### src/abts_pkg.sv
// Shared types and constants for the implicit-array tree sorter.
// No dependencies; every other source file but abts_tree_ram imports this package.
package abts_pkg;

   localparam int TREE_DEPTH = 10;
   localparam int KEY_WIDTH  = 16;
   localparam int VALUE_W    = 16;
   localparam int STATUS_W   = 3;

   // Stored key width: the value field bounds it from above.
   localparam int KEY_W      = (KEY_WIDTH < VALUE_W) ? KEY_WIDTH : VALUE_W;
   localparam int TREE_SLOTS = (1 << TREE_DEPTH) - 1;
   localparam int NODE_W     = TREE_DEPTH;
   localparam int SP_W       = $clog2(TREE_DEPTH + 1);
   localparam int STK_W      = $clog2(TREE_DEPTH);

   typedef logic [NODE_W-1:0] node_type;
   typedef logic [KEY_W-1:0]  key_type;
   typedef logic [SP_W-1:0]   sp_type;

   // All-ones index lies past the last slot: marks "no node".
   localparam node_type NODE_NONE = node_type'(TREE_SLOTS);
   localparam node_type NODE_ROOT = '0;

   typedef enum logic {
      REQ_INSERT = 1'b0,
      REQ_READ   = 1'b1
   } req_kind_type;

   typedef enum logic [STATUS_W-1:0] {
      ST_STORED   = 3'd0,
      ST_DUP      = 3'd1,
      ST_ZERO     = 3'd2,
      ST_OVERFLOW = 3'd3,
      ST_READ     = 3'd4,
      ST_EMPTY    = 3'd5
   } status_type;

   typedef enum logic [3:0] {
      S_CLEAR,
      S_IDLE,
      S_INS,
      S_ROOT,
      S_DESC,
      S_CHECK,
      S_TOP,
      S_RIGHT,
      S_RESP
   } state_type;

   typedef struct packed {
      logic     wr_en;
      node_type wr_addr;
      key_type  wr_data;
      node_type rd_addr;
   } mem_req_type;

   typedef struct packed {
      logic                valid;
      logic [VALUE_W-1:0]  out_value;
      status_type          status;
      logic                last;
   } result_type;

endpackage

### src/abts_req_if.sv
// Request channel: valid/ready handshake carrying one request word.
// Depends on abts_pkg for field widths.
interface abts_req_if import abts_pkg::*; ();
   logic               valid;
   logic               ready;
   logic               req_type;
   logic [VALUE_W-1:0] value;

   modport source (output valid, output req_type, output value, input ready);
   modport sink   (input valid, input req_type, input value, output ready);
endinterface

### src/abts_ctrl.sv
// Sequencer for insert walks, in-order read walks and the clearing sweep.
// Depends on abts_pkg and abts_req_if; drives the tree RAM.
module abts_ctrl import abts_pkg::*; (
   input  logic         clock,
   input  logic         reset,
   abts_req_if.sink     req_chan,
   output mem_req_type  mem_req,
   input  key_type      mem_rdata,
   output result_type   result,
   input  logic         result_taken
);

   localparam logic [NODE_W:0] SLOTS_X = (NODE_W+1)'(TREE_SLOTS);
   localparam logic [NODE_W:0] STEP_L  = (NODE_W+1)'(1);
   localparam logic [NODE_W:0] STEP_R  = (NODE_W+1)'(2);

   state_type  state_ff, state_in;
   node_type   clr_ff, clr_in;
   node_type   ins_node_ff, ins_node_in;
   node_type   node_ff, node_in;      // in-order walk position
   sp_type     sp_ff, sp_in;
   logic       active_ff, active_in;
   node_type   top_ff, top_in;
   logic       right_ok_ff, right_ok_in;
   key_type    key_ff, key_in;
   key_type    val_ff, val_in;
   status_type status_ff, status_in;
   logic       last_ff, last_in;

   node_type   stack_ff [TREE_DEPTH];
   logic       push_en;

   sp_type          sp_dec;
   logic [NODE_W:0] ins_child;
   logic [NODE_W:0] left_child;
   logic [NODE_W:0] right_child;
   node_type        left_clamp;
   node_type        walk_start;

   assign sp_dec      = sp_ff - sp_type'(1);
   assign ins_child   = {ins_node_ff, 1'b0} + ((key_ff > mem_rdata) ? STEP_R : STEP_L);
   assign left_child  = {node_ff, 1'b0} + STEP_L;
   assign right_child = {top_ff, 1'b0} + STEP_R;
   assign left_clamp  = (left_child >= SLOTS_X) ? NODE_NONE : left_child[NODE_W-1:0];
   assign walk_start  = active_ff ? node_ff : NODE_ROOT;

   always_ff @(posedge clock) begin
      if (reset) begin
         state_ff  <= S_CLEAR;
         clr_ff    <= '0;
         node_ff   <= NODE_ROOT;
         sp_ff     <= '0;
         active_ff <= 1'b0;
      end else begin
         state_ff  <= state_in;
         clr_ff    <= clr_in;
         node_ff   <= node_in;
         sp_ff     <= sp_in;
         active_ff <= active_in;
      end
   end

   always_ff @(posedge clock) begin
      ins_node_ff <= ins_node_in;
      top_ff      <= top_in;
      right_ok_ff <= right_ok_in;
      key_ff      <= key_in;
      val_ff      <= val_in;
      status_ff   <= status_in;
      last_ff     <= last_in;
      if (push_en) begin
         stack_ff[sp_ff[STK_W-1:0]] <= node_ff;
      end
   end

   always_comb begin
      state_in    = state_ff;
      clr_in      = clr_ff;
      ins_node_in = ins_node_ff;
      node_in     = node_ff;
      sp_in       = sp_ff;
      active_in   = active_ff;
      top_in      = top_ff;
      right_ok_in = right_ok_ff;
      key_in      = key_ff;
      val_in      = val_ff;
      status_in   = status_ff;
      last_in     = last_ff;
      push_en     = 1'b0;
      mem_req     = '0;
      req_chan.ready = 1'b0;

      unique case (state_ff)
         S_CLEAR: begin
            mem_req.wr_en   = 1'b1;
            mem_req.wr_addr = clr_ff;
            clr_in          = clr_ff + node_type'(1);
            if (clr_ff == node_type'(TREE_SLOTS - 1)) begin
               state_in = S_IDLE;
            end
         end

         S_IDLE: begin
            req_chan.ready = 1'b1;
            if (req_chan.valid) begin
               key_in  = req_chan.value[KEY_W-1:0];
               val_in  = '0;
               last_in = 1'b0;
               mem_req.rd_addr = NODE_ROOT;
               if (req_chan.req_type == REQ_INSERT) begin
                  ins_node_in = NODE_ROOT;
                  if (req_chan.value[KEY_W-1:0] == '0) begin
                     status_in = ST_ZERO;
                     state_in  = S_RESP;
                  end else begin
                     state_in  = S_INS;
                  end
               end else begin
                  state_in = S_ROOT;
               end
            end
         end

         // One level per cycle; the write ends the walk, so no read follows it here.
         S_INS: begin
            priority if (mem_rdata == '0) begin
               mem_req.wr_en   = 1'b1;
               mem_req.wr_addr = ins_node_ff;
               mem_req.wr_data = key_ff;
               status_in       = ST_STORED;
               state_in        = S_RESP;
            end else if (key_ff == mem_rdata) begin
               status_in = ST_DUP;
               state_in  = S_RESP;
            end else if (ins_child >= SLOTS_X) begin
               status_in = ST_OVERFLOW;
               state_in  = S_RESP;
            end else begin
               ins_node_in     = ins_child[NODE_W-1:0];
               mem_req.rd_addr = ins_child[NODE_W-1:0];
            end
         end

         S_ROOT: begin
            if (mem_rdata == '0) begin
               status_in = ST_EMPTY;
               active_in = 1'b0;
               sp_in     = '0;
               node_in   = NODE_ROOT;
               state_in  = S_RESP;
            end else begin
               if (!active_ff) begin
                  active_in = 1'b1;
                  sp_in     = '0;
               end
               node_in = walk_start;
               if (walk_start == NODE_NONE) begin
                  state_in = S_CHECK;
               end else begin
                  mem_req.rd_addr = walk_start;
                  state_in        = S_DESC;
               end
            end
         end

         // Push while the slot is full, stepping to the left child.
         S_DESC: begin
            if (mem_rdata != '0 && sp_ff < sp_type'(TREE_DEPTH)) begin
               push_en = 1'b1;
               sp_in   = sp_ff + sp_type'(1);
               node_in = left_clamp;
               if (left_clamp == NODE_NONE || sp_ff == sp_type'(TREE_DEPTH - 1)) begin
                  state_in = S_CHECK;
               end else begin
                  mem_req.rd_addr = left_clamp;
               end
            end else begin
               state_in = S_CHECK;
            end
         end

         S_CHECK: begin
            if (sp_ff == '0) begin
               // inconsistent walk: restart from the root
               node_in         = NODE_ROOT;
               mem_req.rd_addr = NODE_ROOT;
               state_in        = S_DESC;
            end else begin
               sp_in           = sp_dec;
               top_in          = stack_ff[sp_dec[STK_W-1:0]];
               mem_req.rd_addr = stack_ff[sp_dec[STK_W-1:0]];
               state_in        = S_TOP;
            end
         end

         S_TOP: begin
            val_in = mem_rdata;
            if (right_child < SLOTS_X) begin
               right_ok_in     = 1'b1;
               node_in         = right_child[NODE_W-1:0];
               mem_req.rd_addr = right_child[NODE_W-1:0];
            end else begin
               right_ok_in = 1'b0;
               node_in     = NODE_NONE;
            end
            state_in = S_RIGHT;
         end

         S_RIGHT: begin
            status_in = ST_READ;
            if (sp_ff == '0 && !(right_ok_ff && mem_rdata != '0)) begin
               last_in   = 1'b1;
               active_in = 1'b0;
               node_in   = NODE_ROOT;
            end
            state_in = S_RESP;
         end

         S_RESP: begin
            if (result_taken) begin
               state_in = S_IDLE;
            end
         end

         default: begin
            state_in = S_IDLE;
         end
      endcase
   end

   assign result.valid     = (state_ff == S_RESP);
   assign result.out_value = VALUE_W'(val_ff);
   assign result.status    = status_ff;
   assign result.last      = last_ff;

endmodule

### src/flat_wrapper.sv
// flat-port wrapper written by rule: the top's interface ports become plain ports
module abts_ctrl_flat import abts_pkg::*;
  (clock, reset, mem_req, mem_rdata, result, result_taken, req_chan_valid, req_chan_req_type, req_chan_value, req_chan_ready);
  abts_req_if req_chan_i ();
  input  logic clock;
  input  logic reset;
  output mem_req_type mem_req;
  input  key_type mem_rdata;
  output result_type result;
  input  logic result_taken;
  input wire logic [$bits(req_chan_i.valid)-1:0] req_chan_valid;
  input wire logic [$bits(req_chan_i.req_type)-1:0] req_chan_req_type;
  input wire logic [$bits(req_chan_i.value)-1:0] req_chan_value;
  output wire logic [$bits(req_chan_i.ready)-1:0] req_chan_ready;
  assign req_chan_i.valid = req_chan_valid;
  assign req_chan_i.req_type = req_chan_req_type;
  assign req_chan_i.value = req_chan_value;
  assign req_chan_ready = req_chan_i.ready;
  abts_ctrl u_core (.clock(clock), .reset(reset), .req_chan(req_chan_i), .mem_req(mem_req), .mem_rdata(mem_rdata), .result(result), .result_taken(result_taken));
endmodule
### config.mk
export PLATFORM = sky130hd
export DESIGN_NAME = abts_ctrl_flat
export DESIGN_NICKNAME = d
export VERILOG_FILES = /design/src/abts_pkg.sv /design/src/abts_req_if.sv /design/src/abts_ctrl.sv /design/src/flat_wrapper.sv
export SDC_FILE = /design/constraint.sdc
export NUM_CORES = 1
export LEC_CHECK = 0
export ABC_AREA = 1
export ABC_CLOCK_PERIOD_IN_PS = 9200
export BUFFER_PORTS_ARGS = -buffer_cell sky130_fd_sc_hd__buf_4
export CAP_MARGIN = 40
export CORE_MARGIN = 1
export CORE_UTILIZATION = 60
export DETAILED_ROUTE_END_ITERATION = 7
export GPL_TIMING_DRIVEN = 0
export PLACE_DENSITY_LB_ADDON = 0.2
export SLEW_MARGIN = 20
export SYNTH_ARGS = -nofsm -noshare
export SYNTH_HDL_FRONTEND = slang
export SYNTH_SLANG_ARGS = --single-unit
### constraint.sdc
create_clock -name clock -period 9.2 [get_ports clock]
set_clock_uncertainty 0.1 [all_clocks]
set_input_delay 1.84 -clock clock [delete_from_list [all_inputs] [get_ports clock]]
set_output_delay 1.84 -clock clock [all_outputs]
set_load 0.005 [all_outputs]
## Word-level counts from Yosys, hierarchy flattened

Memories as Yosys holds them, arrays and structs flattened.
Cells that the tools add are included.

- Register bits: 86
- Bits in latches: 0
- Bits in writable memories: 100
- ROM bits: 0
- Bits of input ports: 37
- Output and inout bits: 59
- Logic and storage cells: 150
- Memories kept: 1

Memory list:

| memory | words | width | read ports | clocked after memory_dff | wr ports | RTL line | source |
|---|---|---|---|---|---|---|---|
| u_core.stack_ff | 10 | 10 | 1 | 0 | 1 | abts_ctrl.sv:30 | `node_type stack_ff [TREE_DEPTH];` |

- Add/sub/neg operators: 6
- $mul: 0
- Div/mod/pow operators: 0
- $lt $le $gt $ge: 5
- Eq/ne operators: 29
- Shift-type cells: 0
- Multiplexer cells: 69
- Bitwise logic cells: 1
- Reductions and logical operators: 27

Operators by type and width:

| cell | count |
|---|---|
| 2-to-1 mux 10 bit | 21 |
| one-hot mux 10 bit (5 select lines) | 2 |
| 2-to-1 mux 4 bit | 15 |
| one-hot mux 4 bit (9 select lines) | 1 |
| logical NOT 16 bit | 2 |
| 2-to-1 mux 16 bit | 2 |
| one-hot mux 16 bit (2 select lines) | 1 |
| == test 10 bit, second input constant | 3 |
| 2-to-1 mux 27 bit | 1 |
| >= comparator 11 x 10 -> 1 bit, second input constant | 2 |
| one-hot mux 11 bit (2 select lines) | 1 |
| 2-to-1 mux 3 bit | 7 |
| one-hot mux 10 bit (2 select lines) | 1 |
| == test 16 bit | 1 |
| == test 4 x 3 -> 1 bit, second input constant | 4 |
| greater-than comparator 16 bit | 1 |
| nonzero test 16 bit | 1 |
| != test 2 x 1 -> 1 bit, second input constant | 7 |
| != test 2 bit, second input constant | 6 |
| one-hot mux 3 bit (4 select lines) | 1 |
| one-hot mux 4 bit (3 select lines) | 1 |
| AND reduction 6 bit | 2 |
| adder 11 x 1 -> 11 bit, second input constant | 1 |
| adder 11 bit | 1 |
| other kinds (27) | 52 |

## Logic depth before layout (Yosys ltp)

- Depth after elaboration: 8
- Mapped depth: 29
- Depth with buffers taken out: 29

## Least setup slack after synthesis

No wires, ideal clock.

- Path kind: in2out
- From: in mem_rdata[15]
- To: out mem_req[0] (netlist bit)
- Data arrival time: 4.173 ns
- Data required time: 7.260 ns
- Path slack: 3.087 ns
- Stages on the path: 20
- Path buffers: 0
- Cells stage by stage: inv_1 -> ha_1 -> nand2_1 -> nor2_1 -> and2_1 -> nand3_1 -> nand2_1 -> inv_1 -> ha_1 -> ha_1 -> nand2_2 -> inv_1 -> nor2_1 -> nand3_1 -> nor2_1 -> nand3_1 -> nor2_2 -> nand2_4 -> nand2_4 -> o211ai_1

RTL lines:

| what | RTL line | source |
|---|---|---|
| from (decl) | flat_wrapper.sv:8 | `input key_type mem_rdata;` |
| to (decl) | flat_wrapper.sv:7 | `output mem_req_type mem_req;` |

==> run_results.csv <==
group,metric,value,unit
yosys,ys.flop_type,"edfxtp_1",
timing,hold_violations,0,
critical_path,startpoint,"mem_rdata[15]",
pwr,p_total,1.673,mW
critical_path,crit_top_cell,"nand3_1",
global_route,gr-usage-all-layers,30.57,%
yosys,synth_edf_count,157,
route,antenna_left,0,
critical_path,cp_top_family,"simple AND/OR/NAND/NOR gates",
timing,post-route-period-util,75.76,%
pwr,total_leakage_power,4.497,nW
timing,slew_headroom,55.48,%
placement,io_buffers,94,
final_layout,register_area,5295,um2
die,fp.dieH,126.9,um
die,dieArea,16100,um2
critical_path,reg2reg_from,"u_core.key_ff[15]$_DFFE_PP_",
cts,cts_tree,"built",
pwr,p_per_area,151.9,nW/um2
yosys,synth_area,9359,um2
cts,cts_max_path_buffers,2,
timing,fmax,143.5,MHz
timing,worstMarginPinSlew,0.6669,ns
global_route,antenna_found_initial,0,
critical_path,required,7.26,ns
timing,worst_hold_slack,0.4031,ns
cts,cts_max_level,4,
yosys,avgSynthCellArea,9.266,um2
job,max_cap_violations,0,
placement,dpl.hpwl,17490,um
critical_path,critPathBufInv,5,
route,viasPerCell,5.775,
critical_path,cpPeakStageDelay,0.29,ns
cts,clkLatencyLatePin,0.44,ns
final_layout,stdcell_count,1336,
yosys,ys_warn_count,0,
final_layout,fillers,1106,
timing,report.final.slew_viol_count,0,
critical_path,end_kind,"primary output",
cts,hold_buffers,0,
cts,clk_pin_slew_worst_paths,0.07,ns
yosys,yosys_register_bits,186,
die,core_area,15200,um2
pwr,ir_drop,0.1125,mV
yosys,synth_nets,1073,
route,drt_iter0_drc,978,
timing,fin_crit,6.969,ns
placement,globalplace.congestion,0.9511,
final_layout,final_nets,1198,
timing,rsz0062_at_grt,"no",
die,fp.dieW,126.9,um
final_layout,diodes,0,
final_layout,syn_to_final_growth,17.73,%
worst_hold_path,min_from,"u_core.clr_ff[8]$_SDFFE_PP0N_",
placement,dp.cells,1301,
worst_hold_path,hold_path_class,"reg -> reg",
global_route,grt_pass1_wl,36860,um
global_route,grt_overflow,0,
die,initial_core_util,61.56,%
status,status,"finished, final reports clean",
route,wire_per_inst,17.68,um
cts,ctsRootBufferMaster,"clkbuf_16",
route,drt_wl_total,23620,um
final_layout,multiInputGateArea,3473,um2
critical_path,crit_type,"in -> out",
critical_path,worstPathMaxFanout,10,
critical_path,crit_chain,"buf_4 > inv_1 > ha_1 > nand2_1 > nor2_1 > and2_1 > nand3_1 > nand2_1 > inv_1 > ha_1 > ha_1 > nand2_2 > inv_1 > nor2_1 > nand3_1 > nor2_1 > nand3_1 > nor2_2 > nand2_4 > nand3_1 > nand4_1 > buf_4",
yosys,synth_cells,1010,
cts,ctsResizeCount,0,
yosys,async_flop_share,0,%
route,via_count,7715,
timing,setup_viol,0,
cts,clock_sinks,186,
critical_path,crit_path_start_kind,"primary input",
yosys,ys_types,46,
yosys,ys_seq_area_share,56.58,%
route,drcViolationCount,0,
die,ios,96,
global_route,grt_pass1_vias,7197,
critical_path,arrival,5.03,ns
route,dr.pass1.iters,5,
cts,cts-buffers-inserted,17,
die,rows,45,
timing,setup_tns,0,ns
cts,post_cts_buffers,0,
final_layout,drive_gt1_share,17.60,%
critical_path,critPathSlowestCell,"ha_1",
global_route,grt_start_max_net_pins,20,
## metrics by stage
stage	setup slack [ns]	cell area [um2]	utilization, %
after floorplan	3.087	9359	-
after global placement	2.342	10300	67.75
after global routing	1.895	11020	72.48
after detailed placement	2.289	10400	68.44
final	2.231	11020	72.48
after CTS	2.280	10990	72.28
## cell families (layout without fill, tap and decap cells)
| group | count (synthesis) | after routing | share of synthesized area (%) |
|---|---|---|---|
| DFF | 186 | 186 | 56.58 |
| and+or+nand+nor | 458 | 458 | 21.36 |
| adders and majority gates | 26 | 26 | 3.476 |
| AOI/OAI and AO/OA | 169 | 169 | 10.07 |
| muxes | 9 | 9 | 0.9626 |
| buffers and inverters | 152 | 290 | 6.618 |
| xor gates and xnor gates | 10 | 10 | 0.9358 |
## per-layer routing
layer | wire [um] | GRT usage (%) | part of all wire (%)
met5 | 0 | 0 | 0
met1 | 9729 | 42.46 | 41
met2 | 10970 | 48.48 | 46
met4 | 499 | 11.55 | 2.1
met3 | 2416 | 5.272 | 10
## synth_stat cells, drive strengths merged, types with 3 or more instances
master / n / share of area (%)
buf: 20 / 1.3
nor2: 198 / 8.6
xor2: 6 / 0.56
a21oi: 32 / 1.8
ha: 26 / 3.5
nor3: 17 / 1.0
and2: 3 / 0.20
clkinv: 3 / 0.17
a22oi: 5 / 0.40
nand4: 21 / 1.6
o22ai: 33 / 2.2
o21ai: 86 / 4.6
clkbuf: 12 / 0.48
dfxtp: 29 / 6.2
o31ai: 4 / 0.32
mux2i: 9 / 0.96
nand3: 53 / 2.9
xnor2: 4 / 0.37
edfxtp: 157 / 50
nand2: 162 / 6.8
inv: 117 / 4.7
## final cells by class
type | count | area share (%)
timing repair buffer | 106 | 7.359
tap | 188 | 2.135
sequential | 186 | 48.06
clock buffer | 17 | 3.861
clock inverter | 15 | 1.442
multi-input combinational | 672 | 31.52
buffer | 32 | 1.488
inverter | 120 | 4.134
## worst min-delay path: stages, from the launching register on
cell	delay, ns
dfxtp_1	0.31
nand2_1	0.08
a21oi_1	0.06
## report_power, final
group          leakage, nW  total (mW)  switching (mW)  internal [mW]
registers             1.68       0.904         0.00212          0.902
clock network        0.282       0.727           0.344          0.384
logic                 2.53      0.0417          0.0215         0.0201
## registers in the layout (all words and copies together) (netlist names), 3 cells and up
register / count
u_core.node_ff: 10
u_core.top_ff: 10
u_core.ins_node_ff: 10
u_core.status_ff: 3
u_core.key_ff: 16
u_core.sp_ff: 4
u_core.val_ff: 16
u_core.clr_ff: 10
u_core.stack_ff: 100
u_core.state_ff: 4
## final timing paths
| kind | cells past startpoint | to | slack (ns) |
|---|---|---|---|
| setup / recovery | 22 | mem_req[5] | 2.23 |
| hold / removal | 2 | u_core.clr_ff[9]$_SDFFE_PP0N_ | 0.40 |
| setup reg to reg | 20 | u_core.ins_node_ff[3]$_SDFFCE_PN0P_ | 5.41 |
| hold reg to reg | 2 | u_core.clr_ff[9]$_SDFFE_PP0N_ | 0.40 |
## cells in the final DEF, fill, tap and decap left out, types with 5 or more instances in the layout
cell type,count
a22oi_1,5
o22ai_1,33
clkbuf_1,12
xor2_1,6
o21ai_0,74
mux2i_1,9
inv_2,12
clkbuf_16,17
nor2_4,5
edfxtp_1,157
nand4_1,20
nand3_1,51
buf_2,14
a21oi_1,31
ha_1,26
inv_1,105
nor2_2,9
buf_4,106
nand2_2,5
nor3_1,12
nand2_1,155
o21ai_1,11
nor2_1,184
dfxtp_1,29
(Power assumes the default switching activity.)
